--- config.mk ---
export PLATFORM = sky130hd
export DESIGN_NAME = sbs_front
export DESIGN_NICKNAME = d
export VERILOG_FILES = /design/src/design/sbs_pkg.sv /design/src/design/sbs_front.sv
export VERILOG_INCLUDE_DIRS = /design/src /design/src/design
export SDC_FILE = /design/constraint.sdc
export NUM_CORES = 1
export LEC_CHECK = 0
export ABC_AREA = 1
export ABC_CLOCK_PERIOD_IN_PS = 2850
export BUFFER_PORTS_ARGS = -buffer_cell sky130_fd_sc_hd__buf_2
export CAP_MARGIN = 20
export CORE_ASPECT_RATIO = 0.9
export CORE_MARGIN = 3
export CORE_UTILIZATION = 42
export DETAILED_ROUTE_END_ITERATION = 6
export PLACE_DENSITY = 0.82
export SLEW_MARGIN = 20
export SYNTH_ARGS = -nofsm -noshare
export SYNTH_HDL_FRONTEND = slang
export SYNTH_SLANG_ARGS = --single-unit
--- constraint.sdc ---
create_clock -name aclk -period 2.85 [get_ports aclk]
set_clock_uncertainty 0.15 [all_clocks]
set_input_delay 0.1425 -clock aclk [delete_from_list [all_inputs] [get_ports aclk]]
set_output_delay 0.1425 -clock aclk [all_outputs]
set_load 0.01 [all_outputs]
--- src/design/spectrum_bin_attack_release_smoother_macros.svh ---
// Assertion helpers for the spectrum smoother RTL.
// Every check samples on aclk and is off while aresetn is low.
`ifndef SPECTRUM_BIN_ATTACK_RELEASE_SMOOTHER_MACROS_SVH
`define SPECTRUM_BIN_ATTACK_RELEASE_SMOOTHER_MACROS_SVH

// Check a consequence in the same cycle as its cause.
`define SBS_ASSERT(label, ante, cons, msg) \
    label: assert property (@(posedge aclk) disable iff (!aresetn) (ante) |-> (cons)) \
        else $error(msg);

// Check a consequence in the cycle after its cause.
`define SBS_ASSERT_NEXT(label, ante, cons, msg) \
    label: assert property (@(posedge aclk) disable iff (!aresetn) (ante) |=> (cons)) \
        else $error(msg);

`endif

--- src/design/sbs_pkg.sv ---
`timescale 1ns / 1ps

package sbs_pkg;

    // Store geometry
    localparam int NUM_BINS = 256;
    localparam int POS_W    = $clog2(NUM_BINS);
    localparam logic [POS_W-1:0] POS_LAST = POS_W'(NUM_BINS - 1);

    // Field widths
    localparam int DB_W    = 16;
    localparam int COEF_W  = 16;
    localparam int LEVEL_W = 16;

    // Smoothing product: unsigned coefficient times 17-bit signed difference
    localparam int PROD_W = 2 * (COEF_W + 1);
    localparam int STEP_W = PROD_W - COEF_W;
    localparam logic signed [PROD_W-1:0] ROUND_HALF = PROD_W'(32768);

    // Display divider: one quotient bit per stage
    localparam int DIV_STAGES = LEVEL_W;
    localparam logic [LEVEL_W-1:0] LEVEL_FULL = '1;

    // Queue between front and back
    localparam int QUEUE_DEPTH = 4;
    localparam int QPTR_W      = $clog2(QUEUE_DEPTH);
    localparam int QCNT_W      = $clog2(QUEUE_DEPTH + 1);

    // Register port
    localparam int PADDR_W = 4;
    localparam int PDATA_W = 32;
    localparam logic [COEF_W-1:0]      RISE_RESET  = 16'd29491;
    localparam logic [COEF_W-1:0]      FALL_RESET  = 16'd5243;
    localparam logic signed [DB_W-1:0] FLOOR_RESET = -16'sd23040;

    typedef enum logic [1:0] {
        REG_RISE  = 2'd0,
        REG_FALL  = 2'd1,
        REG_FLOOR = 2'd2
    } reg_index_t;

    typedef struct packed {
        logic [COEF_W-1:0]      rise;
        logic [COEF_W-1:0]      fall;
        logic signed [DB_W-1:0] floor_level;
    } cfg_t;

    // One classified bin on its way to the back end
    typedef struct packed {
        logic signed [DB_W-1:0] sample;
        logic [POS_W-1:0]       pos;
        logic                   copy;
        logic                   last;
    } bin_item_t;

    // What travels alongside the divider
    typedef struct packed {
        logic signed [DB_W-1:0] smoothed;
        logic                   last;
        logic                   fixed;
        logic [LEVEL_W-1:0]     fixed_level;
    } lvl_tag_t;

endpackage

--- src/design/sbs_front.sv ---
`timescale 1ns / 1ps
`include "spectrum_bin_attack_release_smoother_macros.svh"

module sbs_front import sbs_pkg::*; (
    input  logic                   aclk,
    input  logic                   aresetn,
    input  logic                   s_valid,
    output logic                   s_ready,
    input  logic signed [DB_W-1:0] s_sample_db,
    input  logic                   s_last_in,
    input  logic                   s_restart,
    input  logic                   queue_full,
    output logic                   push,
    output bin_item_t              push_item
);

    logic             ready_reg, ready_next;
    logic [POS_W-1:0] pos_reg, pos_next;
    logic             cur_ready;
    logic [POS_W-1:0] cur_pos;

    assign s_ready = !queue_full;
    assign push    = s_valid && !queue_full;

    // Apply restart before classifying the bin
    always_comb begin
        cur_ready = s_restart ? 1'b0 : ready_reg;
        cur_pos   = s_restart ? '0 : pos_reg;
    end

    // Tag the bin with its store entry and whether it seeds the store
    always_comb begin
        push_item.sample = s_sample_db;
        push_item.pos    = cur_pos;
        push_item.copy   = !cur_ready;
        push_item.last   = s_last_in;
    end

    // Track frame position and seeded state
    always_comb begin
        ready_next = ready_reg;
        pos_next   = pos_reg;
        if (push) begin
            if (s_last_in) begin
                ready_next = 1'b1;
                pos_next   = '0;
            end else begin
                ready_next = cur_ready;
                pos_next   = (cur_pos == POS_LAST) ? '0 : cur_pos + 1'b1;
            end
        end
    end

    always_ff @(posedge aclk) begin
        if (!aresetn) begin
            ready_reg <= 1'b0;
            pos_reg   <= '0;
        end else begin
            ready_reg <= ready_next;
            pos_reg   <= pos_next;
        end
    end

    `SBS_ASSERT_NEXT(a_last_closes_frame, push && s_last_in, ready_reg && (pos_reg == '0), "frame end did not rewind")

endmodule

==> After elaboration in Yosys (flattened, before gate mapping) <==
Cells that the tools add are included.
{ "word_totals": {"wordCells": 12, "reg_bits": 9} }
{ "classes": {"n_eq_ne": 1, "reduce_logical": 3, "n_addsub": 1, "mux": 5} }
{ "ops": {"columns": ["op", "count"], "rows": [
  ["8-bit 2-to-1 mux", 3],
  ["8-bit by 1-bit adder with 8-bit output (second input constant)", 1],
  ["8-bit == test (second input constant)", 1],
  ["1-bit logical NOT", 2],
  ["1-bit 2-to-1 mux", 2],
  ["1-bit logical AND", 1]
]} }

==> Longest topological paths before layout <==
Gate-level depths: netlist of the first run.
{ "logic_depth": {"ltp_word": 4, "ltp_mapped": 11, "mapped_depth_nobuf": 11} }

==> Least setup slack after synthesis of the first run <==
Ideal clock, no wire load.
{ "synth_timing": {"path_kind": "reg-to-reg", "startpoint": "register pos_reg[1]", "endpoint": "register pos_reg[5]", "slack_ns": 1.251, "stages_incl_launch_ff": 11, "arrival_ns": 1.329, "period_less_slack_ns": 1.599, "path_cell_list": "dfxtp_1 > inv_1 > nor2_1 > ha_1 > nand4_2 > nor2_2 > nand2_1 > nand2_1 > nor2_1 > nor2_1 > nor2_1"} }
{ "synth_rtl": {"columns": ["item", "line_no", "text"], "rows": [
  ["from (decl)", "sbs_front.sv:18", "logic [POS_W-1:0] pos_reg, pos_next;"],
  ["from (signal assigned)", "sbs_front.sv:60", "pos_reg <= pos_next;"]
]} }

==> Worst setup path in the final report of the first run <==
{ "layout_timing": {"startpoint": "register pos_reg[1]", "endpoint": "register pos_reg[5]"} }
{ "layout_via": {"elab_chain_len": 4, "word_cells_on_any_way": 5} }
{ "layout_rtl": {"columns": ["item", "line_no", "text"], "rows": [
  ["8-bit 2-to-1 mux *", "sbs_front.sv:28", "cur_pos = s_restart ? '0 : pos_reg;"],
  ["8-bit by 1-bit adder with 8-bit output / 8-bit == test (equally long branches)", "sbs_front.sv:49", "pos_next = (cur_pos == POS_LAST) ? '0 : cur_pos + 1'b1;"],
  ["8-bit 2-to-1 mux *", "sbs_front.sv:49", null],
  ["8-bit 2-to-1 mux *", "sbs_front.sv:44", "if (s_last_in) begin"]
]} }
Every way passes the cells marked *; elsewhere a longest branch is shown, timed or not.
A chain may end at the register's enable or synchronous reset.

==> impl_metrics.toml, run 1 <==
[status]
outcome = "completed"

[sta]
hold_viol_final = 0
maxSlewHeadroom = 0.822
rsz0062_at_grt = "false"
setup_violations = 0
setup_tns_ns = 0
period_share = 0.590
slew_violations = 0
worst_pin_slew_ns = 0.267
period_needed_ns = 1.68
fmax_mhz = 595

[clock_tree]
cts_resized = 0
cts_buffer_depth = 2
clockRootBuffer = "clkbuf_4"
hold_buffers = 1
clk_latency_ns = 0.26
cts_max_level = 1
cts_setup_buffers = 0
clock-sinks = 9
clkTransAtPathRegs_ns = 0.06
cts_tree = "yes"
cts_inserted_buffers = 3

[cells_and_area]
area_delta_synth_final_pct = 3.05
num-fill-cells = 168
nets = 141
final_cell_mix = "nand2_1, buf_2, inv_1"
layout-drive-gt1-share = 0.256
diodes = 0
instances_no_fill = 139
final_common_cell = "nand2_1"
fin_util = 0.480
largest_register_ffs = 8

[die]
dieArea_um2 = 2180
initial_core_util = 0.466
num_rows = 13
io_pins = 50
die_w_um = 48.9
core_um2 = 1500
die_y_um = 44.6

[detailed_routing]
wl_um = 1480
viasPerCell = 4.58
antenna_left = 0
drc = 0
vias = 637
drt_iter0_drc = 22
wl_per_cell_um = 10.6
drt_first_pass_iters = 4

[power]
seqPwrFrac = 0.509
power.density_nw_per_um2 = 351
switching_share = 0.247
peakVddDrop_uv = 185
p_clk_frac = 0.394
p_int_uw = 190
p_comb_frac = 0.097
p_leak_nw = 0.368
power.switching_uw = 62.3

[yosys]
yosysSeqAreaShare = 0.259
netlist_instances = 112
yosysUniqueCellTypes = 15
synth.area.top_cells = "dfxtp_1, buf_4, nand2_1"
yosysTopAreaCell = "dfxtp_1"
netlist.area_leader.share = 0.259
syn_area_per_cell_um2 = 6.22
synth_seq_cells = 9
synthesis.nets = 135
yosysWarningCount = 0
mappedNetlistArea_um2 = 697

[grt]
first_global_vias = 592
grt_pass1_wl_um = 2500
grt-ovfl-total = 0
grt_antenna_before_repair = 0
track_usage = 0.146
grt_max_degree = 10

[worst_setup_path]
critPathMaxFanout = 3
endpoint_kind = "flip-flop"
critPathKind = "flip-flop to flip-flop"
required_ns = 2.85
worstPathArrival_ns = 1.68
startpoint_type = "flip-flop"

[placement]
hpwl_um = 1150
gp_congestion = 0.883
numPortBuffers = 17
dpl.cell_count = 134

[hold_path]
worst_hold_path_type = "input pin to flip-flop"

[flow_run]
maxCapViolCount = 0
cell type report:
type / instances / area [um2] / share of cell area
multi-input cells: 69 / 325 / 0.453
flip-flops and latches: 9 / 180 / 0.251
repair buffers: 18 / 95.1 / 0.132
inverters: 17 / 63.8 / 0.0889
well taps: 22 / 27.5 / 0.0383
clock buffers: 4 / 26.3 / 0.0366
logic make-up after synthesis:
family          count (synthesis)  synth area share
flops                           9             0.259
fa+ha+maj                       1            0.0180
buf+inv                        34             0.275
simple gates                   54             0.332
compound gates                 12            0.0916
xor+xnor                        2            0.0251
per-layer routing:
layer | GRT usage | wire, um
met3 | 0.0370 | 114
met4 | 0.0682 | 33
met2 | 0.255 | 675
met1 | 0.169 | 652
met5 | 0 | 0
metrics by stage:
stage | hold slack, ns | cell area, um2 | power, mW | worst slack, ns
2_1_floorplan | 0.131 | 697 | 0.168 | 1.25
3_3_place_gp | 0.135 | 682 | 0.154 | 1.27
3_5_place_dp | 0.135 | 682 | 0.155 | 1.15
4_1_cts | 0.00611 | 718 | 0.255 | 1.18
5_1_grt | 0.0291 | 718 | 0.263 | 1.03
6_report | 0.00732 | 718 | 0.252 | 1.17
path summary, 6_finish.rpt:
| kind | from | to | slack, ns | cells past startpoint |
|---|---|---|---|---|
| setup reg to reg | pos_reg[1] | pos_reg[5] | 1.17 | 10 |
| hold / removal | s_last_in | pos_reg[2] | 0.007 | 4 |
| hold reg to reg | pos_reg[7] | pos_reg[7] | 0.33 | 2 |
| setup / recovery | pos_reg[1] | pos_reg[5] | 1.17 | 10 |
power groups by stage:
stage	registers (mW)	logic, mW	clock network, mW
floorplan	0.131	0.0367	0
global placement	0.131	0.0229	0
detailed placement	0.131	0.0234	0
CTS	0.128	0.0246	0.102
global route	0.129	0.0270	0.107
finish	0.128	0.0244	0.0995
synth_stat cells:
| cell | number |
|---|---|
| buf_4 | 17 |
| o21ai_0 | 3 |
| ha_1 | 1 |
| a21oi_1 | 8 |
| inv_2 | 2 |
| nand2_2 | 2 |
| nand2_1 | 33 |
| xor2_1 | 2 |
| inv_1 | 15 |
| a21oi_2 | 1 |
| dfxtp_1 | 9 |
| nor2_1 | 10 |
| nor2_2 | 4 |
| nand4_2 | 1 |
| nand3_1 | 4 |
critical path, cell delays in order, from the launching register on:
cell     delay, ns
dfxtp_1       0.34
inv_1         0.05
nor2_1        0.14
ha_1          0.25
nand4_2       0.17
nor2_2        0.18
nand2_1       0.07
nand2_1       0.06
nor2_1        0.04
nor2_1        0.07
nor2_1        0.04
(Power assumes the default switching activity.)
==> run 2, diff against run 1 <==
Settings changed: ABC_CLOCK_PERIOD_IN_PS 2850 to 1350, CORE_UTILIZATION 42 to 36, PLACE_DENSITY 0.82 to 0.75.
Clock period 2.85 ns to 1.35 ns, I/O delays scaled along.
==> run 2 against run 1 <==
Against the previous run:
- the flow now finishes with violations (negative setup slack)
- utilization is 9.0 points higher
- global-route usage is 0.58 points higher
- critical path depth stayed put
- clock power is 120% higher
- combinational power grew to 4.9 times the previous value
- via count is 17% higher
- design area is 39% higher
- fmax is 20% higher
- sequential share of layout area is 6.8 points lower
- critical endpoint unchanged
==> impl_metrics.toml, run 2 (synthesis results as in run 1) <==
[worst_setup_path]
required_ns = 1.36
worstPathArrival_ns = 1.42
critPathKind = "flip-flop to flip-flop"
endpoint_kind = "flip-flop"
critPathMaxFanout = 3
startpoint_type = "flip-flop"

[sta]
hold_viol_final = 0
rsz0062_at_grt = "true"
fmax_mhz = 712
setup_ws_ns = -0.0536
maxSlewHeadroom = 0.818
slew_violations = 0
period_share = 1.04
period_needed_ns = 1.40
worst_pin_slew_ns = 0.273
setup_violations = 2

[power]
power.switching_uw = 172
peakVddDrop_uv = 468
seqPwrFrac = 0.443
switching_share = 0.282
p_leak_nw = 0.485
finalPower_uw = 612
power.density_nw_per_um2 = 613
p_int_uw = 439
p_comb_frac = 0.197
p_clk_frac = 0.360

[detailed_routing]
drt_iter0_drc = 7
wl_per_cell_um = 10.5
drc = 0
viasPerCell = 4.47
drt_first_pass_iters = 4
vias = 747
antenna_left = 0
wl_um = 1760

[cells_and_area]
layout-drive-gt1-share = 0.329
diodes = 0
final_common_cell = "nand2_1"
num-fill-cells = 169
final_cell_mix = "nand2_1, dlygate4sd3_1, buf_2"
largest_register_ffs = 8
area_delta_synth_final_pct = 43.3
nets = 167

[flow_run]
maxCapViolCount = 0

[clock_tree]
clock-sinks = 9
cts_tree = "yes"
clockRootBuffer = "clkbuf_4"
cts_buffer_depth = 2
clkTransAtPathRegs_ns = 0.07
cts_setup_buffers = 0
cts_max_level = 1
clk_latency_ns = 0.28
cts_inserted_buffers = 3

[die]
dieArea_um2 = 2500
io_pins = 50
num_rows = 14
initial_core_util = 0.398
core_um2 = 1750
die_y_um = 47.7
die_w_um = 52.4

[grt]
grt_antenna_before_repair = 0
grt_pass1_wl_um = 2790
grt_max_degree = 9
first_global_vias = 676
grt-ovfl-total = 0
track_usage = 0.151

[placement]
preCtsSetupSlack_ns = -0.0970
gp_congestion = 0.825
hpwl_um = 1190
numPortBuffers = 17

[hold_path]
worst_hold_path_type = "input pin to flip-flop"

[status]
outcome = "finished, violations left"
violations = "negative setup slack"
-- run 2: changes by cell type in the layout (fill, tap and decap cells not counted), sizes merged --
cell | previous run | this run
dlygate4sd3 | 1 | 18
buf | 17 | 26
clkbuf | 4 | 3
clkinv | 0 | 1
-- run 2: routing by layer --
metal,wire length [um],track usage,up-vias,share of wire
li1,-,-,386,-
met1,658,0.172,309,0.37
met2,858,0.272,48,0.49
met3,226,0.0530,4,0.13
met4,12,0.0459,0,0.0068
met5,0,0,-,0
-- run 2: worst max-delay path, cell delays in order, from the launching register on --
cell and delay [ns]:
dfxtp_2 0.34, inv_2 0.04, nor2_4 0.09, ha_4 0.15, nand4_4 0.10, nor2_4 0.13, nand2_1 0.06, nand2_1 0.06
nor2_1 0.04, nor2_1 0.09, nor2_1 0.04
-- run 2: power by group through the flow --
stage | Clock (mW) | Combinational [mW] | Sequential (mW)
2_1_floorplan | 0 | 0.0790 | 0.277
3_3_place_gp | 0 | 0.0622 | 0.276
3_5_place_dp | 0 | 0.0628 | 0.277
4_1_cts | 0.232 | 0.121 | 0.271
5_1_grt | 0.240 | 0.133 | 0.271
6_report | 0.220 | 0.120 | 0.271
-- run 2: final timing paths --
| kind | cells past startpoint | slack (ns) | endpoint | start |
|---|---|---|---|---|
| setup / recovery | 10 | -0.05 | pos_reg[5] | pos_reg[1] |
| hold reg to reg | 2 | 0.32 | pos_reg[7] | pos_reg[7] |
| setup reg to reg | 10 | -0.05 | pos_reg[5] | pos_reg[1] |
| hold / removal | 5 | 0.04 | pos_reg[2] | s_valid |
-- run 2: layout make-up --
cell class                 instances  area, um2  share of cell area
sequential                         9        183               0.183
inverter                          17       63.8              0.0639
tap                               24       30.0              0.0301
timing repair buffer              44        333               0.333
clock buffer                       3       22.5              0.0226
clock inverter                     1       5.00             0.00501
multi-input combinational         69        362               0.362
-- run 2: what timing repair did --
action                                 in CTS  in global routing
setup endpoints to repair                   6                  6
gates resized for setup                     2                  1
pin swaps                                   3                  0
endpoints found under the hold margin      19                  0
hold buffers                               18                  0
-- run 2: metrics by stage --
step / area (um2) / cells / TNS [ns] / util / hold WS [ns]
after global placement: 787 / 145 / -0.0417 / 0.449 / -0.0149
after detailed placement: 787 / 145 / -0.214 / 0.449 / -0.0149
after global routing: 998 / 167 / -0.556 / 0.570 / 0.0718
final: 998 / 167 / -0.0737 / 0.570 / 0.0430
after CTS: 998 / 167 / -0.132 / 0.570 / 0.0384
after floorplan: 732 / 112 / -0.0786 / - / 0.0118
==> run 3, diff against run 2 <==
Settings changed: ABC_CLOCK_PERIOD_IN_PS 1350 to 1300, CORE_UTILIZATION 36 to 39, PLACE_DENSITY 0.75 to 0.77.
Clock period 1.35 ns to 1.3 ns, I/O delays scaled along.
==> run 3 against run 2 <==
Against the previous run:
- fmax is 2.4% lower
- largest cell class is now buffers
- the flow still finishes with violations (negative setup slack)
- clock power rose by 9.1%
- sequential share of layout area down 0.48 points
==> impl_metrics.toml, run 3 (synthesis results as in run 1) <==
[detailed_routing]
antenna_left = 0
drt_iter0_drc = 7
wl_per_cell_um = 10.8
drt_first_pass_iters = 4
vias = 779
drc = 0
viasPerCell = 4.61
wl_um = 1820

[sta]
worst_pin_slew_ns = 0.246
setup_ws_ns = -0.138
fmax_mhz = 695
setup_violations = 7
period_needed_ns = 1.44
slew_violations = 0
hold_viol_final = 0
period_share = 1.11
maxSlewHeadroom = 0.836
hold_slack_ns = 0.0489
rsz0062_at_grt = "true"

[clock_tree]
cts_tree = "yes"
cts_inserted_buffers = 3
cts_buffer_depth = 2
clk_latency_ns = 0.28
cts_max_level = 1
clock-sinks = 9
clockRootBuffer = "clkbuf_4"
clkTransAtPathRegs_ns = 0.07

[worst_setup_path]
endpoint_kind = "flip-flop"
ff2ff_path_depth = 10
worstPathArrival_ns = 1.46
worstReg2RegStart = "pos_reg[1]"
critPathMaxFanout = 3
startpoint_type = "flip-flop"
required_ns = 1.32
cp-startpoint = "pos_reg[1]"
critPathKind = "flip-flop to flip-flop"

[cells_and_area]
layout-drive-gt1-share = 0.347
diodes = 0
area_delta_synth_final_pct = 48.1
final_common_cell = "nand2_1"
largest_register_ffs = 8
final_cell_mix = "nand2_1, dlygate4sd3_1, buf_2"
nets = 171
fin_util = 0.661

[power]
peakVddDrop_uv = 441
switching_share = 0.287
p_clk_frac = 0.367
power.switching_uw = 188
p_comb_frac = 0.203
p_leak_nw = 0.505
seqPwrFrac = 0.430
power.density_nw_per_um2 = 634
p_int_uw = 467

[grt]
first_global_vias = 648
grt-ovfl-total = 0
grt_pass1_wl_um = 2840
grt_max_degree = 9
track_usage = 0.167
grt_antenna_before_repair = 0

[placement]
hpwl_um = 1190
numPortBuffers = 17
gp_congestion = 0.768

[status]
violations = "negative setup slack"
outcome = "finished, violations left"

[die]
initial_core_util = 0.446
dieArea_um2 = 2330
die_y_um = 46.1
core_um2 = 1560
num_rows = 13
io_pins = 50
die_w_um = 50.6

[hold_path]
worst_hold_path_type = "input pin to flip-flop"
min-delay-start = "s_restart"
hold_depth = 5

[flow_run]
maxCapViolCount = 0
==> run 3: cell type report <==
| cell class | count | area, um2 |
|---|---|---|
| clock buffers | 4 | 26.3 |
| fillers | 135 | 529 |
| inverters | 17 | 63.8 |
| multi-input cells | 69 | 362 |
| flip-flops and latches | 9 | 184 |
| well taps | 22 | 27.5 |
| repair buffers | 48 | 369 |
==> run 3: repair_timing <==
action,CTS,global route
buffers inserted,1,2
hold buffers,18,0
pin swaps,3,2
endpoints found under the hold margin,18,0
gates resized for setup,2,3
setup endpoints to repair,6,8
==> run 3: through the flow <==
stage	power (mW)	cells	setup slack, ns	setup TNS (ns)	cell area, um2
2_1_floorplan	0.369	112	-0.120	-0.325	732
5_1_grt	0.677	169	-0.216	-1.15	1030
4_1_cts	0.650	167	-0.108	-0.383	1010
3_5_place_dp	0.356	144	-0.147	-0.500	792
3_3_place_gp	0.355	144	-0.0885	-0.222	792
6_report	0.655	169	-0.138	-0.632	1030
==> run 3: metal layers <==
layer,wire length [um],share of wire,vias up,global-route usage
met2,802,0.44,58,0.284
met5,0,0,-,0
met3,203,0.11,4,0.0421
li1,-,-,392,-
met1,777,0.43,325,0.194
met4,36,0.020,0,0.0968
==> run 3: worst paths after layout <==
kind / to / slack [ns]
setup / recovery: pos_reg[5] / -0.14
hold / removal: pos_reg[0] / 0.05
setup reg to reg: pos_reg[5] / -0.14
hold reg to reg: pos_reg[7] / 0.32
==> run 3: power by group through the flow <==
stage / logic (mW) / clock network, mW / registers, mW
2_1_floorplan: 0.0820 / 0 / 0.287
3_3_place_gp: 0.0676 / 0 / 0.287
3_5_place_dp: 0.0688 / 0 / 0.287
4_1_cts: 0.130 / 0.238 / 0.281
5_1_grt: 0.142 / 0.253 / 0.282
6_report: 0.133 / 0.240 / 0.282
==> run 3: worst max-delay path: stages, from the launching register on <==
cell	delay [ns]
dfxtp_2	0.34
inv_2	0.04
nor2_4	0.11
ha_4	0.16
nand4_4	0.09
nor2_4	0.15
nand2_1	0.06
nand2_1	0.06
nor2_1	0.04
nor2_1	0.08
nor2_1	0.04
