### config.mk
export PLATFORM = sky130hd
export DESIGN_NAME = sbs_queue
export DESIGN_NICKNAME = d
export VERILOG_FILES = /design/src/design/sbs_pkg.sv /design/src/design/sbs_queue.sv
export VERILOG_INCLUDE_DIRS = /design/src /design/src/design
export SDC_FILE = /design/constraint.sdc
export NUM_CORES = 1
export LEC_CHECK = 0
export BUFFER_PORTS_ARGS = -buffer_cell sky130_fd_sc_hd__buf_2
export CORE_MARGIN = 8
export CORE_UTILIZATION = 47
export DETAILED_ROUTE_END_ITERATION = 8
export GPL_TIMING_DRIVEN = 0
export PLACE_DENSITY = 0.68
export SLEW_MARGIN = 30
export SYNTH_ARGS = -nofsm -noshare
export SYNTH_HDL_FRONTEND = slang
export SYNTH_SLANG_ARGS = --single-unit
### constraint.sdc
create_clock -name aclk -period 1.6 [get_ports aclk]
set_input_delay 0 -clock aclk [delete_from_list [all_inputs] [get_ports aclk]]
set_output_delay 0 -clock aclk [all_outputs]
set_load 0.1 [all_outputs]
### src/design/spectrum_bin_attack_release_smoother_macros.svh
// Assertion helpers for the spectrum smoother RTL.
// Every check samples on aclk and is off while aresetn is low.
`ifndef SPECTRUM_BIN_ATTACK_RELEASE_SMOOTHER_MACROS_SVH
`define SPECTRUM_BIN_ATTACK_RELEASE_SMOOTHER_MACROS_SVH

// Check a consequence in the same cycle as its cause.
`define SBS_ASSERT(label, ante, cons, msg) \
    label: assert property (@(posedge aclk) disable iff (!aresetn) (ante) |-> (cons)) \
        else $error(msg);

// Check a consequence in the cycle after its cause.
`define SBS_ASSERT_NEXT(label, ante, cons, msg) \
    label: assert property (@(posedge aclk) disable iff (!aresetn) (ante) |=> (cons)) \
        else $error(msg);

`endif

### src/design/sbs_pkg.sv
`timescale 1ns / 1ps

package sbs_pkg;

    // Store geometry
    localparam int NUM_BINS = 256;
    localparam int POS_W    = $clog2(NUM_BINS);
    localparam logic [POS_W-1:0] POS_LAST = POS_W'(NUM_BINS - 1);

    // Field widths
    localparam int DB_W    = 16;
    localparam int COEF_W  = 16;
    localparam int LEVEL_W = 16;

    // Smoothing product: unsigned coefficient times 17-bit signed difference
    localparam int PROD_W = 2 * (COEF_W + 1);
    localparam int STEP_W = PROD_W - COEF_W;
    localparam logic signed [PROD_W-1:0] ROUND_HALF = PROD_W'(32768);

    // Display divider: one quotient bit per stage
    localparam int DIV_STAGES = LEVEL_W;
    localparam logic [LEVEL_W-1:0] LEVEL_FULL = '1;

    // Queue between front and back
    localparam int QUEUE_DEPTH = 4;
    localparam int QPTR_W      = $clog2(QUEUE_DEPTH);
    localparam int QCNT_W      = $clog2(QUEUE_DEPTH + 1);

    // Register port
    localparam int PADDR_W = 4;
    localparam int PDATA_W = 32;
    localparam logic [COEF_W-1:0]      RISE_RESET  = 16'd29491;
    localparam logic [COEF_W-1:0]      FALL_RESET  = 16'd5243;
    localparam logic signed [DB_W-1:0] FLOOR_RESET = -16'sd23040;

    typedef enum logic [1:0] {
        REG_RISE  = 2'd0,
        REG_FALL  = 2'd1,
        REG_FLOOR = 2'd2
    } reg_index_t;

    typedef struct packed {
        logic [COEF_W-1:0]      rise;
        logic [COEF_W-1:0]      fall;
        logic signed [DB_W-1:0] floor_level;
    } cfg_t;

    // One classified bin on its way to the back end
    typedef struct packed {
        logic signed [DB_W-1:0] sample;
        logic [POS_W-1:0]       pos;
        logic                   copy;
        logic                   last;
    } bin_item_t;

    // What travels alongside the divider
    typedef struct packed {
        logic signed [DB_W-1:0] smoothed;
        logic                   last;
        logic                   fixed;
        logic [LEVEL_W-1:0]     fixed_level;
    } lvl_tag_t;

endpackage

### src/design/sbs_queue.sv
`timescale 1ns / 1ps
`include "spectrum_bin_attack_release_smoother_macros.svh"

module sbs_queue import sbs_pkg::*; (
    input  logic      aclk,
    input  logic      aresetn,
    input  logic      push,
    input  bin_item_t push_item,
    output logic      full,
    input  logic      pop,
    output logic      avail,
    output bin_item_t head
);

    bin_item_t          slot_reg [QUEUE_DEPTH];
    logic [QPTR_W-1:0]  wr_ptr_reg, wr_ptr_next;
    logic [QPTR_W-1:0]  rd_ptr_reg, rd_ptr_next;
    logic [QCNT_W-1:0]  count_reg, count_next;

    assign full  = (count_reg == QCNT_W'(QUEUE_DEPTH));
    assign avail = (count_reg != '0);
    assign head  = slot_reg[rd_ptr_reg];

    // Advance pointers and fill count
    always_comb begin
        wr_ptr_next = wr_ptr_reg;
        rd_ptr_next = rd_ptr_reg;
        count_next  = count_reg;
        if (push) begin
            wr_ptr_next = (wr_ptr_reg == QPTR_W'(QUEUE_DEPTH - 1)) ? '0 : wr_ptr_reg + 1'b1;
        end
        if (pop) begin
            rd_ptr_next = (rd_ptr_reg == QPTR_W'(QUEUE_DEPTH - 1)) ? '0 : rd_ptr_reg + 1'b1;
        end
        case ({push, pop})
            2'b10:   count_next = count_reg + 1'b1;
            2'b01:   count_next = count_reg - 1'b1;
            default: count_next = count_reg;
        endcase
    end

    always_ff @(posedge aclk) begin
        if (!aresetn) begin
            wr_ptr_reg <= '0;
            rd_ptr_reg <= '0;
            count_reg  <= '0;
        end else begin
            wr_ptr_reg <= wr_ptr_next;
            rd_ptr_reg <= rd_ptr_next;
            count_reg  <= count_next;
        end
    end

    // Store the pushed item
    always_ff @(posedge aclk) begin
        if (push) begin
            slot_reg[wr_ptr_reg] <= push_item;
        end
    end

    `SBS_ASSERT(a_queue_no_overflow, full, !push, "push into a full queue")
    `SBS_ASSERT(a_queue_no_underflow, !avail, !pop, "pop from an empty queue")

endmodule

# Word level (Yosys, flattened, before mapping)
# Memory sizes are Yosys's and may differ from the RTL's. A register that Yosys moved wholly into a read port is not among the register bits.
# Index checks and enable logic that the tools add are counted.
# Widths: inputs -> output; s select.
word_totals:
  ramBits: 104
  mem_count: 1
  regBits: 7
  in_bits: 30
  elab_cells: 22
  output_inout_bits: 28
mem_list:
  columns: ["memory", "words", "width", "read_ports", "rd_ports_with_merged_regs", "wr", "line", "source"]
  rows:
  - ["slot_reg", 4, 26, 1, 1, 1, "sbs_queue.sv:15", "bin_item_t slot_reg [QUEUE_DEPTH];"]
classes:
  n_reduce_logical: 2
  eq_ne: 5
  n_addsub: 4
  n_mux: 7
ops:
  columns: ["cell", "n"]
  rows:
  - ["$mux 2", 4]
  - ["$eq 2x2->1 const B", 3]
  - ["$pmux 3 s2", 1]
  - ["$add 2x1->2 const B", 2]
  - ["$add 3x1->3 const B", 1]
  - ["$eq 3x3->1 const B", 1]
  - ["$reduce_bool 3->1", 1]
  - ["$sub 3x1->3 const B", 1]
  - ["$eq 2x1->1 const B", 1]
  - ["$mux 1", 2]
  - ["$reduce_bool 2->1", 1]

# Depth between registers and ports, before layout
# Gate-level depths: netlist of the first run.
logic_depth:
  word_depth: 4
  ltp_mapped: 6
  depth_no_buf: 6

# Least setup slack after synthesis of the first run
# OpenSTA, ideal clock, no wires.
synth_path:
  path_type: "reg-to-output"
  start: "register count_reg[0]"
  end: "output full"
  required_ns: 1.600
  n_path_buf: 0
  arrival_time_ns: 2.549
  stages_incl_launch_ff: 2
  setup_slack_ns: -0.949
  path_cell_list: "dfxtp_1 nor3b_1"
synth_between:
  elab_chain_cells: 1
synth_lines:
  columns: ["item", "line", "source"]
  rows:
  - ["from (decl)", "sbs_queue.sv:18", "logic [QCNT_W-1:0] count_reg, count_next;"]
  - ["from (signal assigned)", "sbs_queue.sv:50", "count_reg <= count_next;"]
  - ["$eq 3x3->1", "sbs_queue.sv:20", "assign full = (count_reg == QCNT_W'(QUEUE_DEPTH));"]
  - ["to (decl)", "sbs_queue.sv:9", "output logic full,"]
# No other way between the ends.

==> impl_results.html, run 1 <==
<table>
<tr><th>Metric</th><th>Value</th></tr>
<tr><th colspan="2">Yosys</th></tr>
<tr><td>Mapped Cells</td><td>179</td></tr>
<tr><td>Number of distinct standard cells referenced by the synthesized netlist</td><td>21</td></tr>
<tr><td>Synthesized netlist net count</td><td>216</td></tr>
<tr><td>Number of warnings issued by yosys</td><td>0</td></tr>
<tr><td>Total of flip-flops plus latches after synthesis</td><td>113</td></tr>
<tr><td>Post-synthesis cell area</td><td>0.00425 sq mm</td></tr>
<tr><td>Sequential area share after synthesis</td><td>77.6%</td></tr>
<tr><td>Synth Area per Inst</td><td>23.8 sq um</td></tr>
<tr><th colspan="2">Final layout</th></tr>
<tr><td>Number of filler cells placed in the layout</td><td>596</td></tr>
<tr><td>Final core utilization</td><td>67.3%</td></tr>
<tr><td>Area growth, synth to finish</td><td>38.6%</td></tr>
<tr><td>Final-stage net count</td><td>329</td></tr>
<tr><td>Number of flip-flops under the largest register name</td><td>104</td></tr>
<tr><td>Ratio of cells with drive above 1 in the final layout</td><td>42.0%</td></tr>
<tr><td>Total inserted antenna cells</td><td>0</td></tr>
<tr><td>Finished Layout Cells</td><td>413</td></tr>
<tr><td>Final Cell Area</td><td>0.00590 sq mm</td></tr>
<tr><th colspan="2">Critical path</th></tr>
<tr><td>Critical path class</td><td>flip-flop to output port</td></tr>
<tr><td>Worst path arrival time</td><td>1.88 ns</td></tr>
<tr><td>CP Max Fanout</td><td>6</td></tr>
<tr><td>Kind of launch point of the worst setup path</td><td>flip-flop</td></tr>
<tr><td>Capturing element type of the critical path</td><td>output port</td></tr>
<tr><td>Data required time at the worst endpoint</td><td>1.60 ns</td></tr>
<tr><th colspan="2">Clocking</th></tr>
<tr><td>Clock-pin slew reported for the worst setup and hold paths after clock tree synthesis</td><td>0.06 ns</td></tr>
<tr><td>Maximum clock path buffer count</td><td>2</td></tr>
<tr><td>Number of buffers added by the clock tree synthesis step</td><td>17</td></tr>
<tr><td>Clock tree from TritonCTS</td><td>done</td></tr>
<tr><td>Clock root cell</td><td>sky130_fd_sc_hd__clkbuf_8</td></tr>
<tr><td>Clock net sink count</td><td>113</td></tr>
<tr><td>H-tree level count</td><td>4</td></tr>
<tr><td>Worst-skew pair later-pin latency</td><td>0.50 ns</td></tr>
<tr><th colspan="2">Placed design</th></tr>
<tr><td>Number of instances in the placed design</td><td>344</td></tr>
<tr><td>RePlAce Congestion</td><td>0.647</td></tr>
<tr><td>Detailed placement HPWL</td><td>4.30 mm</td></tr>
<tr><td>PortBufs</td><td>57</td></tr>
<tr><td>Instance area after placement</td><td>0.00468 sq mm</td></tr>
<tr><th colspan="2">Run status</th></tr>
<tr><td>Result of the run</td><td>complete, but fails checks</td></tr>
<tr><td>Violated checks</td><td>setup timing</td></tr>
<tr><th colspan="2">Drt</th></tr>
<tr><td>Detailed-route wire length per cell</td><td>18.9 microns</td></tr>
<tr><td>Count of antenna-violating nets left after detailed routing</td><td>0</td></tr>
<tr><td>Number of design rule violations left after detail routing</td><td>0</td></tr>
<tr><td>Detailed router's first-iteration violation count</td><td>101</td></tr>
<tr><td>Avg Vias per Cell</td><td>5.08</td></tr>
<tr><td>Length of the first detailed-routing pass in iterations</td><td>4</td></tr>
<tr><td>Total number of vias</td><td>2100</td></tr>
<tr><td>Total routed wirelength</td><td>7.80 mm</td></tr>
<tr><th colspan="2">Timing</th></tr>
<tr><td>Number of hold violations in the final report</td><td>0</td></tr>
<tr><td>Worst Setup Slack, final</td><td>-0.276 ns</td></tr>
<tr><td>Time the final worst path needs with I/O delays and setup</td><td>1.88 ns</td></tr>
<tr><td>Final cycle utilization of the critical path</td><td>117%</td></tr>
<tr><td>Summed negative setup slack over all endpoints</td><td>-6.06 ns</td></tr>
<tr><td>Actual transition at the worst max-transition pin</td><td>0.485 ns</td></tr>
<tr><td>Worst setup skew after layout</td><td>0.00736 ns</td></tr>
<tr><td>Max transition margin</td><td>67.9%</td></tr>
<tr><td>Count of endpoints failing setup in the final report</td><td>26</td></tr>
<tr><td>Fmax</td><td>0.533 GHz</td></tr>
<tr><td>Tightest hold margin</td><td>0.248 ns</td></tr>
<tr><td>RSZ-0062 raised after global routing</td><td>yes</td></tr>
<tr><td>Slew Limit Fails</td><td>0</td></tr>
<tr><th colspan="2">Floorplanning</th></tr>
<tr><td>Number of standard-cell rows in the floorplan</td><td>34</td></tr>
<tr><td>Height of the chip</td><td>111 microns</td></tr>
<tr><td>Overall die area</td><td>0.0124 sq mm</td></tr>
<tr><td>Effective utilization at floorplan</td><td>48.5%</td></tr>
<tr><td>DIE WIDTH</td><td>111 microns</td></tr>
<tr><td>Core Area</td><td>0.00876 sq mm</td></tr>
<tr><td>Number of primary I/O pins</td><td>58</td></tr>
<tr><th colspan="2">Worst hold path</th></tr>
<tr><td>Worst min path class</td><td>input pin to flip-flop</td></tr>
<tr><th colspan="2">GRT</th></tr>
<tr><td>Antenna violations before repair</td><td>0</td></tr>
<tr><td>Pin count of the biggest net entering global routing</td><td>27</td></tr>
<tr><td>Wire length of the first global-routing pass</td><td>12.2 mm</td></tr>
<tr><td>Number of global-route vias before repair</td><td>2331</td></tr>
<tr><td>Global-route congestion overflow total</td><td>0</td></tr>
<tr><td>Global-route total usage across every layer</td><td>13.0%</td></tr>
<tr><th colspan="2">Power</th></tr>
<tr><td>Maximum vdd drop</td><td>0.794 mV</td></tr>
<tr><td>PwrDens</td><td>1440 mW/mm^2</td></tr>
<tr><td>Leakage dissipation</td><td>2.12 nW</td></tr>
<tr><th colspan="2">Flow run</th></tr>
<tr><td>Max cap viols</td><td>0</td></tr>
</table>
==> routing by layer <==
layer | track usage [%] | vias up | part of all wire [%]
li1 | - | 976 | -
met1 | 14.6 | 1068 | 43
met2 | 21.0 | 52 | 52
met3 | 5.95 | 4 | 4.7
met4 | 5.51 | 0 | 0.49
met5 | 0 | - | 0
==> cells by family after synthesis <==
| kind of cell | share of synthesized area (%) |
|---|---|
| AO/OA/AOI/OAI | 0.588 |
| XOR/XNOR | 0.412 |
| adder cells (fa/ha/maj) | 2.24 |
| buffers and inverters | 1.82 |
| flip-flops | 77.6 |
| multiplexers | 15.0 |
| AND/OR/NAND/NOR | 2.29 |
==> cell usage after synthesis <==
cell type                    n  share of area, %
sky130_fd_sc_hd__dfxtp_1     9               4.2
sky130_fd_sc_hd__and2_1      5              0.74
sky130_fd_sc_hd__inv_1       3              0.26
sky130_fd_sc_hd__edfxtp_1  104                73
sky130_fd_sc_hd__nor3b_1     3              0.53
sky130_fd_sc_hd__or3_1       2              0.29
sky130_fd_sc_hd__xnor2_1     2              0.41
sky130_fd_sc_hd__mux4_1      6               3.7
sky130_fd_sc_hd__mux2i_1     3              0.71
sky130_fd_sc_hd__mux4_2     20                11
sky130_fd_sc_hd__o21a_1      1              0.18
sky130_fd_sc_hd__ha_1        6               1.8
sky130_fd_sc_hd__buf_2       2              0.24
sky130_fd_sc_hd__buf_6       1              0.26
sky130_fd_sc_hd__clkbuf_2    1              0.12
sky130_fd_sc_hd__a21boi_0    1              0.18
sky130_fd_sc_hd__o21ai_0     1              0.12
sky130_fd_sc_hd__buf_12      2              0.94
sky130_fd_sc_hd__a21oi_1     1              0.12
sky130_fd_sc_hd__nor2b_1     5              0.74
sky130_fd_sc_hd__fa_1        1              0.47
==> cell usage in the layout, fill, tap and decap left out <==
cell type                       count
sky130_fd_sc_hd__edfxtp_1         104
sky130_fd_sc_hd__dlygate4sd3_1     29
sky130_fd_sc_hd__buf_2             29
sky130_fd_sc_hd__mux4_2            25
sky130_fd_sc_hd__buf_6             21
sky130_fd_sc_hd__clkbuf_16         17
sky130_fd_sc_hd__buf_12            11
sky130_fd_sc_hd__dfxtp_1            8
sky130_fd_sc_hd__ha_1               6
sky130_fd_sc_hd__buf_4              5
sky130_fd_sc_hd__nor2b_1            5
sky130_fd_sc_hd__and2_4             4
sky130_fd_sc_hd__clkinv_1           4
sky130_fd_sc_hd__inv_1              3
sky130_fd_sc_hd__mux2i_1            3
sky130_fd_sc_hd__clkinv_2           3
sky130_fd_sc_hd__bufinv_16          3
sky130_fd_sc_hd__or3_1              2
sky130_fd_sc_hd__xnor2_1            2
sky130_fd_sc_hd__nor3b_1            2
sky130_fd_sc_hd__clkinvlp_4         2
sky130_fd_sc_hd__clkbuf_1           2
sky130_fd_sc_hd__clkbuf_2           1
sky130_fd_sc_hd__mux4_1             1
sky130_fd_sc_hd__nor3b_2            1
sky130_fd_sc_hd__and2_1             1
sky130_fd_sc_hd__a21oi_1            1
sky130_fd_sc_hd__o21a_1             1
sky130_fd_sc_hd__o21ai_0            1
sky130_fd_sc_hd__a21boi_0           1
sky130_fd_sc_hd__fa_1               1
sky130_fd_sc_hd__dfxtp_4            1
sky130_fd_sc_hd__clkbuf_8           1
sky130_fd_sc_hd__clkinv_4           1
sky130_fd_sc_hd__buf_16             1
sky130_fd_sc_hd__clkbuf_4           1
sky130_fd_sc_hd__buf_8              1
==> power by group <==
group / leakage, nW / switching (W) / internal, W
clock network: 0.272 / 0.00120 / 0.00233
registers: 1.03 / 0.0000453 / 0.00336
logic: 0.814 / 0.00101 / 0.000530
total: 2.12 / 0.00226 / 0.00623
==> what timing repair did <==
action,4_1_cts,5_1_grt
endpoints found under the setup margin,78,80
setup buffers,0,5
hold endpoints to repair,113,0
hold buffers,29,0
resized for setup,64,28
gates cloned,2,1
==> final timing paths <==
check	from	endpoint	slack (ns)	cells past startpoint
setup / recovery	flip-flop	head[4]	-0.28	4
hold / removal	push_item[5]	slot_reg[0][5]	0.25	2
setup reg to reg	count_reg[0]	count_reg[2]	0.14	4
hold reg to reg	count_reg[2]	count_reg[2]	0.50	2
==> worst max-delay path: stages, from the launching register on <==
cell and delay, ns:
sky130_fd_sc_hd__dfxtp_4 0.36, sky130_fd_sc_hd__buf_12 0.14, sky130_fd_sc_hd__clkbuf_16 0.16, sky130_fd_sc_hd__mux4_2 0.53
sky130_fd_sc_hd__buf_12 0.19
==> through the flow <==
stage | worst slack [ns] | power, W
finish | -0.276 | 0.00848
global route | -0.349 | 0.00875
CTS | -0.339 | 0.00846
detailed placement | -0.0104 | 0.00470
global placement | -0.483 | 0.00469
floorplan | 0.00670 | 0.00448
==> layout make-up <==
type | count | area, sq um | share of cell area [%]
Sequential cell | 113 | 3310 | 56.1
Buffer | 6 | 83.8 | 1.42
Clock buffer | 19 | 422 | 7.15
Clock inverter | 13 | 144 | 2.44
Timing Repair Buffer | 94 | 926 | 15.7
Tap cell | 108 | 135 | 2.29
Multi-Input combinational cell | 57 | 870 | 14.7
Inverter | 3 | 11.3 | 0.191
Power figures use the tool's default switching activity.
==> run 2, diff against run 1 <==
--- a/config.mk
+++ b/config.mk
@@ -10,9 +10,11 @@
 export CORE_MARGIN = 8
 export CORE_UTILIZATION = 47
 export DETAILED_ROUTE_END_ITERATION = 8
+export GPL_ROUTABILITY_DRIVEN = 0
 export GPL_TIMING_DRIVEN = 0
 export PLACE_DENSITY = 0.68
 export SLEW_MARGIN = 30
 export SYNTH_ARGS = -nofsm -noshare
 export SYNTH_HDL_FRONTEND = slang
 export SYNTH_SLANG_ARGS = --single-unit
+export TNS_END_PERCENT = 100
==> constraint.sdc (replaced) <==
create_clock -name aclk -period 1.5 [get_ports aclk]
set_input_delay 0 -clock aclk [delete_from_list [all_inputs] [get_ports aclk]]
set_output_delay 0 -clock aclk [all_outputs]
set_load 0.1 [all_outputs]
==> run 2 against run 1 <==
Compared with the run above: the flow still finishes with violations (setup timing); clock skew increased by 0.0016 ns; via count decreased by 0.90%; routed wire length decreased by 0.97%; first-iteration DRC count decreased by 50%; critical path type unchanged; setup slack got worse by 0.087 ns; largest power group is now sequential cells.
==> impl_results.html, run 2 (synthesis results as in run 1) <==
<table>
<tr><th>Metric</th><th>Value</th></tr>
<tr><th colspan="2">Floorplanning</th></tr>
<tr><td>DIE WIDTH</td><td>111 microns (unchanged)</td></tr>
<tr><td>Core Area</td><td>0.00876 sq mm (unchanged)</td></tr>
<tr><td>Number of primary I/O pins</td><td>58 (unchanged)</td></tr>
<tr><td>Effective utilization at floorplan</td><td>48.5% (unchanged)</td></tr>
<tr><td>Overall die area</td><td>0.0124 sq mm (unchanged)</td></tr>
<tr><td>Number of standard-cell rows in the floorplan</td><td>34 (unchanged)</td></tr>
<tr><td>Height of the chip</td><td>111 microns (unchanged)</td></tr>
<tr><th colspan="2">Clocking</th></tr>
<tr><td>Maximum clock path buffer count</td><td>2 (unchanged)</td></tr>
<tr><td>Clock tree from TritonCTS</td><td>done</td></tr>
<tr><td>Number of buffers added by the clock tree synthesis step</td><td>17 (unchanged)</td></tr>
<tr><td>Worst-skew pair later-pin latency</td><td>0.50 ns (about the same)</td></tr>
<tr><td>Clock root cell</td><td>sky130_fd_sc_hd__clkbuf_8</td></tr>
<tr><td>Clock net sink count</td><td>113 (unchanged)</td></tr>
<tr><td>Clock-pin slew reported for the worst setup and hold paths after clock tree synthesis</td><td>0.05 ns (about the same)</td></tr>
<tr><td>H-tree level count</td><td>4 (unchanged)</td></tr>
<tr><th colspan="2">Final layout</th></tr>
<tr><td>Finished Layout Cells</td><td>411 (-0.48%)</td></tr>
<tr><td>Area growth, synth to finish</td><td>36.6%</td></tr>
<tr><td>Most frequent cells in the layout</td><td>sky130_fd_sc_hd__edfxtp_1 (104), sky130_fd_sc_hd__dlygate4sd3_1 (30), sky130_fd_sc_hd__buf_2 (29)</td></tr>
<tr><td>Total inserted antenna cells</td><td>0 (unchanged)</td></tr>
<tr><td>Number of flip-flops under the largest register name</td><td>104 (unchanged)</td></tr>
<tr><td>Final-stage net count</td><td>327 (-0.61%)</td></tr>
<tr><td>Ratio of cells with drive above 1 in the final layout</td><td>41.3% (-0.71 points)</td></tr>
<tr><td>Most frequent standard cell in the layout excluding fill and tap cells</td><td>sky130_fd_sc_hd__edfxtp_1</td></tr>
<tr><td>Final core utilization</td><td>66.3% (-0.97 points)</td></tr>
<tr><th colspan="2">Timing</th></tr>
<tr><td>RSZ-0062 raised after global routing</td><td>yes</td></tr>
<tr><td>Max transition margin</td><td>72.1% (+4.3 points)</td></tr>
<tr><td>Worst Setup Slack, final</td><td>-0.363 ns (-0.0870 ns)</td></tr>
<tr><td>Slew Limit Fails</td><td>0 (unchanged)</td></tr>
<tr><td>Count of endpoints failing setup in the final report</td><td>27 (+3.8%)</td></tr>
<tr><td>Time the final worst path needs with I/O delays and setup</td><td>1.86 ns</td></tr>
<tr><td>Number of hold violations in the final report</td><td>0 (unchanged)</td></tr>
<tr><td>Worst setup skew after layout</td><td>0.00896 ns (+0.00159 ns)</td></tr>
<tr><td>Final cycle utilization of the critical path</td><td>124%</td></tr>
<tr><td>Actual transition at the worst max-transition pin</td><td>0.418 ns (-0.0673 ns)</td></tr>
<tr><td>Fmax</td><td>0.537 GHz</td></tr>
<tr><th colspan="2">Run status</th></tr>
<tr><td>Result of the run</td><td>complete, but fails checks</td></tr>
<tr><td>Violated checks</td><td>setup timing</td></tr>
<tr><th colspan="2">Drt</th></tr>
<tr><td>Avg Vias per Cell</td><td>5.06 (-0.42%)</td></tr>
<tr><td>Total routed wirelength</td><td>7.72 mm (-0.97%)</td></tr>
<tr><td>Count of antenna-violating nets left after detailed routing</td><td>0 (unchanged)</td></tr>
<tr><td>Total number of vias</td><td>2081 (-0.90%)</td></tr>
<tr><td>Length of the first detailed-routing pass in iterations</td><td>4 (unchanged)</td></tr>
<tr><td>Number of design rule violations left after detail routing</td><td>0 (unchanged)</td></tr>
<tr><td>Detailed-route wire length per cell</td><td>18.8 microns (-0.49%)</td></tr>
<tr><td>Detailed router's first-iteration violation count</td><td>51 (-50%)</td></tr>
<tr><th colspan="2">GRT</th></tr>
<tr><td>Pin count of the biggest net entering global routing</td><td>27 (unchanged)</td></tr>
<tr><td>Antenna violations before repair</td><td>0 (unchanged)</td></tr>
<tr><td>Global-route total usage across every layer</td><td>12.6% (-0.47 points)</td></tr>
<tr><td>Wire length of the first global-routing pass</td><td>11.8 mm (-3.3%)</td></tr>
<tr><td>Global-route congestion overflow total</td><td>0 (unchanged)</td></tr>
<tr><td>Number of global-route vias before repair</td><td>2282 (-2.1%)</td></tr>
<tr><th colspan="2">Critical path</th></tr>
<tr><td>Kind of launch point of the worst setup path</td><td>flip-flop</td></tr>
<tr><td>Critical path class</td><td>flip-flop to output port</td></tr>
<tr><td>Reg-to-reg critical path endpoint</td><td>slot_reg[0][10]</td></tr>
<tr><td>Launching point of the worst reg2reg path</td><td>wr_ptr_reg[0]</td></tr>
<tr><td>CP Max Fanout</td><td>10 (+4)</td></tr>
<tr><td>Length in cells of the worst reg-to-reg path</td><td>3 (-1)</td></tr>
<tr><td>Capturing element type of the critical path</td><td>output port</td></tr>
<tr><td>Data required time at the worst endpoint</td><td>1.50 ns (-0.10 ns)</td></tr>
<tr><td>R2R Setup Slk</td><td>0.10 ns (-0.04 ns)</td></tr>
<tr><td>Worst path arrival time</td><td>1.86 ns (-0.02 ns)</td></tr>
<tr><th colspan="2">Worst hold path</th></tr>
<tr><td>Destination of the worst hold path</td><td>slot_reg[2][6]</td></tr>
<tr><td>Worst min path class</td><td>input pin to flip-flop</td></tr>
<tr><td>Worst min-delay path startpoint</td><td>push</td></tr>
<tr><td>Cell depth of the worst hold path</td><td>2 (unchanged)</td></tr>
<tr><th colspan="2">Flow run</th></tr>
<tr><td>Max cap viols</td><td>0 (unchanged)</td></tr>
<tr><th colspan="2">Power</th></tr>
<tr><td>Total design power</td><td>0.00867 W (+2.2%)</td></tr>
<tr><td>PwrDens</td><td>1490 mW/mm^2 (+3.7%)</td></tr>
<tr><td>Leakage dissipation</td><td>2.09 nW (-1.3%)</td></tr>
<tr><td>Maximum vdd drop</td><td>0.835 mV (+5.2%)</td></tr>
<tr><th colspan="2">Placed design</th></tr>
<tr><td>Number of instances in the placed design</td><td>344 (unchanged)</td></tr>
<tr><td>PortBufs</td><td>57 (unchanged)</td></tr>
<tr><td>Detailed placement HPWL</td><td>4.34 mm (+0.93%)</td></tr>
<tr><td>Post-place setup slack</td><td>-0.0904 ns (-0.0800 ns)</td></tr>
</table>
==> run 2: final cells by class <==
class / instances / area, sq um
clock buffer: 26 / 489
inverter: 3 / 11.3
sequential: 113 / 3310
timing repair buffer: 92 / 881
fill: 608 / 2950
multi-input combinational: 57 / 880
tap: 108 / 135
buffer: 6 / 80.1
clock inverter: 6 / 31.3
==> run 2: how the worst max path moves through the flow <==
stage | slack (ns) | cells past startpoint | start | to
2_1_floorplan | -0.06 | 1 | count_reg[1] | full
3_3_place_gp | -0.09 | 2 | wr_ptr_reg[0] | slot_reg[3][12]
3_5_place_dp | -0.09 | 3 | wr_ptr_reg[0] | slot_reg[0][18]
4_1_cts | -0.42 | 4 | flip-flop | head[10]
5_1_grt | -0.42 | 4 | flip-flop | head[14]
6_report | -0.36 | 4 | flip-flop | head[18]
==> run 2: critical path, cell delays in order (launching register included) <==
cell	delay (ns)
sky130_fd_sc_hd__dfxtp_2	0.33
sky130_fd_sc_hd__buf_12	0.15
sky130_fd_sc_hd__clkbuf_16	0.16
sky130_fd_sc_hd__mux4_2	0.51
sky130_fd_sc_hd__buf_6	0.20
==> run 2: stage by stage <==
stage          instance area, sq um  hold WS, ns  TNS, ns
2_1_floorplan                  4260       0.0989  -0.0643
3_3_place_gp                   4680        0.214    -7.49
3_5_place_dp                   4680        0.215    -8.59
4_1_cts                        5710       0.0935   -10.02
5_1_grt                        5810        0.112   -10.41
6_report                       5810        0.109    -8.81
==> run 2: power breakdown <==
| part | internal (W) | switching (W) | total (W) |
|---|---|---|---|
| clock network | 0.00219 | 0.00122 | 0.00342 |
| registers | 0.00359 | 0.0000485 | 0.00364 |
| logic | 0.000543 | 0.00107 | 0.00161 |
==> run 2: what timing repair did <==
item,4_1_cts,5_1_grt
hold endpoints to repair,113,2
gates resized for setup,69,13
buffers inserted,2,1
endpoints found under the setup margin,132,29
cloned,0,2
hold buffers,29,2
==> run 2: routing by layer <==
layer	global-route usage, %	part of all wire, %	routed length [microns]	vias up
li1	-	-	-	969
met1	14.0	41	3190	1047
met2	20.3	52	4020	54
met3	5.90	5.3	412	11
met4	5.07	1.3	101	0
met5	0	0	0	-
==> run 3, diff against run 2 <==
--- a/config.mk
+++ b/config.mk
@@ -12,7 +12,8 @@
 export DETAILED_ROUTE_END_ITERATION = 8
 export GPL_ROUTABILITY_DRIVEN = 0
 export GPL_TIMING_DRIVEN = 0
-export PLACE_DENSITY = 0.68
+export PLACE_DENSITY = 0.65
+export SETUP_SLACK_MARGIN = 0.02
 export SLEW_MARGIN = 30
 export SYNTH_ARGS = -nofsm -noshare
 export SYNTH_HDL_FRONTEND = slang
==> constraint.sdc (replaced) <==
create_clock -name aclk -period 2.15 [get_ports aclk]
set_input_delay 0 -clock aclk [delete_from_list [all_inputs] [get_ports aclk]]
set_output_delay 0 -clock aclk [all_outputs]
set_load 0.1 [all_outputs]
==> run 3 against run 2 <==
Compared with the run above: critical path type unchanged; global-route usage increased by 0.31 points; highest routed layer unchanged; the flow now finishes without violations; utilization is 2.2 points lower; non-clock buffer count decreased by 6.
==> impl_results.html, run 3 (synthesis results as in run 1) <==
<table>
<tr><th>Metric</th><th>Value</th></tr>
<tr><th colspan="2">Flow run</th></tr>
<tr><td>Max cap viols</td><td>0 (unchanged)</td></tr>
<tr><th colspan="2">Placed design</th></tr>
<tr><td>Post-place setup slack</td><td>0.550 ns (+0.641 ns)</td></tr>
<tr><td>Number of instances in the placed design</td><td>344 (unchanged)</td></tr>
<tr><td>PortBufs</td><td>57 (unchanged)</td></tr>
<tr><td>Detailed placement HPWL</td><td>4.46 mm (+2.8%)</td></tr>
<tr><th colspan="2">Final layout</th></tr>
<tr><td>Final-stage net count</td><td>321 (-1.8%)</td></tr>
<tr><td>Sequential cell area</td><td>0.00330 sq mm (about the same)</td></tr>
<tr><td>Finished Layout Cells</td><td>405 (-1.5%)</td></tr>
<tr><td>Ratio of cells with drive above 1 in the final layout</td><td>40.1% (-1.2 points)</td></tr>
<tr><td>Most frequent cells in the layout</td><td>sky130_fd_sc_hd__edfxtp_1 (104), sky130_fd_sc_hd__buf_2 (55), sky130_fd_sc_hd__dlygate4sd3_1 (29)</td></tr>
<tr><td>Area growth, synth to finish</td><td>32.0%</td></tr>
<tr><td>Most frequent standard cell in the layout excluding fill and tap cells</td><td>sky130_fd_sc_hd__edfxtp_1</td></tr>
<tr><td>Area of the multi-input gates</td><td>883 sq um (+0.43%)</td></tr>
<tr><td>Total inserted antenna cells</td><td>0 (unchanged)</td></tr>
<tr><td>Number of filler cells placed in the layout</td><td>603 (-0.82%)</td></tr>
<tr><td>Number of flip-flops under the largest register name</td><td>104 (unchanged)</td></tr>
<tr><th colspan="2">Timing</th></tr>
<tr><td>RSZ-0062 raised after global routing</td><td>no</td></tr>
<tr><td>Slew Limit Fails</td><td>0 (unchanged)</td></tr>
<tr><td>Tightest hold margin</td><td>0.249 ns (+0.139 ns)</td></tr>
<tr><td>Max transition margin</td><td>52.3% (-20 points)</td></tr>
<tr><td>Fmax</td><td>0.486 GHz</td></tr>
<tr><td>Count of endpoints failing setup in the final report</td><td>0 (-100%)</td></tr>
<tr><td>Final cycle utilization of the critical path</td><td>95.7%</td></tr>
<tr><td>Actual transition at the worst max-transition pin</td><td>0.716 ns (+0.298 ns)</td></tr>
<tr><td>Time the final worst path needs with I/O delays and setup</td><td>2.06 ns</td></tr>
<tr><td>Summed negative setup slack over all endpoints</td><td>0 ns (+8.81 ns)</td></tr>
<tr><td>Worst setup skew after layout</td><td>0.00621 ns (-0.00275 ns)</td></tr>
<tr><td>Number of hold violations in the final report</td><td>0 (unchanged)</td></tr>
<tr><td>Worst Setup Slack, final</td><td>0.0929 ns (+0.456 ns)</td></tr>
<tr><th colspan="2">Power</th></tr>
<tr><td>Leakage dissipation</td><td>2.02 nW (-3.4%)</td></tr>
<tr><td>PwrDens</td><td>1140 mW/mm^2 (-23%)</td></tr>
<tr><td>Maximum vdd drop</td><td>0.688 mV (-18%)</td></tr>
<tr><th colspan="2">GRT</th></tr>
<tr><td>Antenna violations before repair</td><td>0 (unchanged)</td></tr>
<tr><td>Number of global-route vias before repair</td><td>2329 (+2.1%)</td></tr>
<tr><td>Global-route total usage across every layer</td><td>12.9% (+0.31 points)</td></tr>
<tr><td>Pin count of the biggest net entering global routing</td><td>27 (unchanged)</td></tr>
<tr><td>Global-route congestion overflow total</td><td>0 (unchanged)</td></tr>
<tr><td>Wire length of the first global-routing pass</td><td>12.1 mm (+2.4%)</td></tr>
<tr><th colspan="2">Drt</th></tr>
<tr><td>Total number of vias</td><td>2086 (+0.24%)</td></tr>
<tr><td>Number of design rule violations left after detail routing</td><td>0 (unchanged)</td></tr>
<tr><td>Avg Vias per Cell</td><td>5.15 (+1.7%)</td></tr>
<tr><td>Detailed-route wire length per cell</td><td>18.4 microns (-2.2%)</td></tr>
<tr><td>Detailed router's first-iteration violation count</td><td>66 (+29%)</td></tr>
<tr><td>Length of the first detailed-routing pass in iterations</td><td>4 (unchanged)</td></tr>
<tr><td>Count of antenna-violating nets left after detailed routing</td><td>0 (unchanged)</td></tr>
<tr><td>Total routed wirelength</td><td>7.44 mm (-3.6%)</td></tr>
<tr><th colspan="2">Floorplanning</th></tr>
<tr><td>Effective utilization at floorplan</td><td>48.5% (unchanged)</td></tr>
<tr><td>Core Area</td><td>0.00876 sq mm (unchanged)</td></tr>
<tr><td>Overall die area</td><td>0.0124 sq mm (unchanged)</td></tr>
<tr><td>DIE WIDTH</td><td>111 microns (unchanged)</td></tr>
<tr><td>Number of primary I/O pins</td><td>58 (unchanged)</td></tr>
<tr><td>Height of the chip</td><td>111 microns (unchanged)</td></tr>
<tr><td>Number of standard-cell rows in the floorplan</td><td>34 (unchanged)</td></tr>
<tr><th colspan="2">Clocking</th></tr>
<tr><td>Worst-skew pair later-pin latency</td><td>0.51 ns (about the same)</td></tr>
<tr><td>Clock tree from TritonCTS</td><td>done</td></tr>
<tr><td>Clock root cell</td><td>sky130_fd_sc_hd__clkbuf_8</td></tr>
<tr><td>Clock-pin slew reported for the worst setup and hold paths after clock tree synthesis</td><td>0.05 ns (about the same)</td></tr>
<tr><td>Clock net sink count</td><td>113 (unchanged)</td></tr>
<tr><td>Number of buffers added by the clock tree synthesis step</td><td>17 (unchanged)</td></tr>
<tr><td>Postcts setup bufs</td><td>0 (-2)</td></tr>
<tr><td>H-tree level count</td><td>4 (unchanged)</td></tr>
<tr><td>Maximum clock path buffer count</td><td>2 (unchanged)</td></tr>
<tr><th colspan="2">Worst hold path</th></tr>
<tr><td>Worst min path class</td><td>input pin to flip-flop</td></tr>
<tr><th colspan="2">Critical path</th></tr>
<tr><td>Critical path class</td><td>flip-flop to output port</td></tr>
<tr><td>Data required time at the worst endpoint</td><td>2.15 ns (+0.65 ns)</td></tr>
<tr><td>R2R Setup Slk</td><td>0.58 ns (+0.48 ns)</td></tr>
<tr><td>Capturing element type of the critical path</td><td>output port</td></tr>
<tr><td>Kind of launch point of the worst setup path</td><td>flip-flop</td></tr>
<tr><td>CP Max Fanout</td><td>10 (unchanged)</td></tr>
<tr><td>Worst path arrival time</td><td>2.06 ns (+0.20 ns)</td></tr>
<tr><th colspan="2">Run status</th></tr>
<tr><td>Result of the run</td><td>complete, no violations</td></tr>
</table>
[run 3: changes by cell type in the layout (fill, tap and decap cells not counted), sizes merged]
cell         change
buf              -6
bufinv           +5
clkbuf           -7
clkinv           +1
clkinvlp         +3
dlygate4sd3      -1
inv              -1
[run 3: power by group]
part	internal (W)	switching [W]	leakage (nW)	total (W)
combinational	0.000242	0.000717	0.685	0.000960
clock	0.00199	0.000936	0.301	0.00293
sequential	0.00250	0.0000319	1.03	0.00254
[run 3: layout make-up]
cell class                      instances  area share [%]
Buffer                                  6            1.18
Clock buffer                           18            7.44
Clock inverter                         14            3.81
Inverter                                3           0.200
Multi-Input combinational cell         57            15.7
Sequential cell                       113            58.8
Tap cell                              108            2.41
Timing Repair Buffer                   86            10.4
[run 3: final timing paths]
check	from	to	cells after the start
hold / removal	push_item[25]	slot_reg[0][25]	2
setup / recovery	flip-flop	head[16]	4
hold reg to reg	count_reg[2]	count_reg[2]	2
setup reg to reg	wr_ptr_reg[0]	slot_reg[3][8]	2
[run 3: through the flow]
stage / total power, W / util [%] / area (sq um)
4_1_cts: 0.00648 / 64.0 / 5610
2_1_floorplan: 0.00333 / - / 4260
5_1_grt: 0.00663 / 64.1 / 5620
6_report: 0.00642 / 64.1 / 5620
3_3_place_gp: 0.00349 / 53.4 / 4680
3_5_place_dp: 0.00350 / 53.5 / 4680
[run 3: layer usage]
| layer | global-route usage (%) | up-vias | routed length [microns] |
|---|---|---|---|
| met1 | 14.5 | 1060 | 3170 |
| met3 | 5.41 | 9 | 388 |
| met4 | 5.60 | 0 | 87 |
| met2 | 21.0 | 56 | 3800 |
| met5 | 0 | - | 0 |
| li1 | - | 961 | - |
[run 3: worst max-delay path, stage by stage, from the launching register on]
cell and delay, ns:
sky130_fd_sc_hd__dfxtp_1 0.31, sky130_fd_sc_hd__clkbuf_2 0.21, sky130_fd_sc_hd__buf_2 0.33, sky130_fd_sc_hd__mux4_2 0.26, sky130_fd_sc_hd__buf_2 0.43
[run 3: timing repair]
action                                  4_1_cts  5_1_grt
hold endpoints to repair                    113        0
endpoints found under the setup margin        0        4
hold buffers                                 29        0
gates resized for setup                       0        4
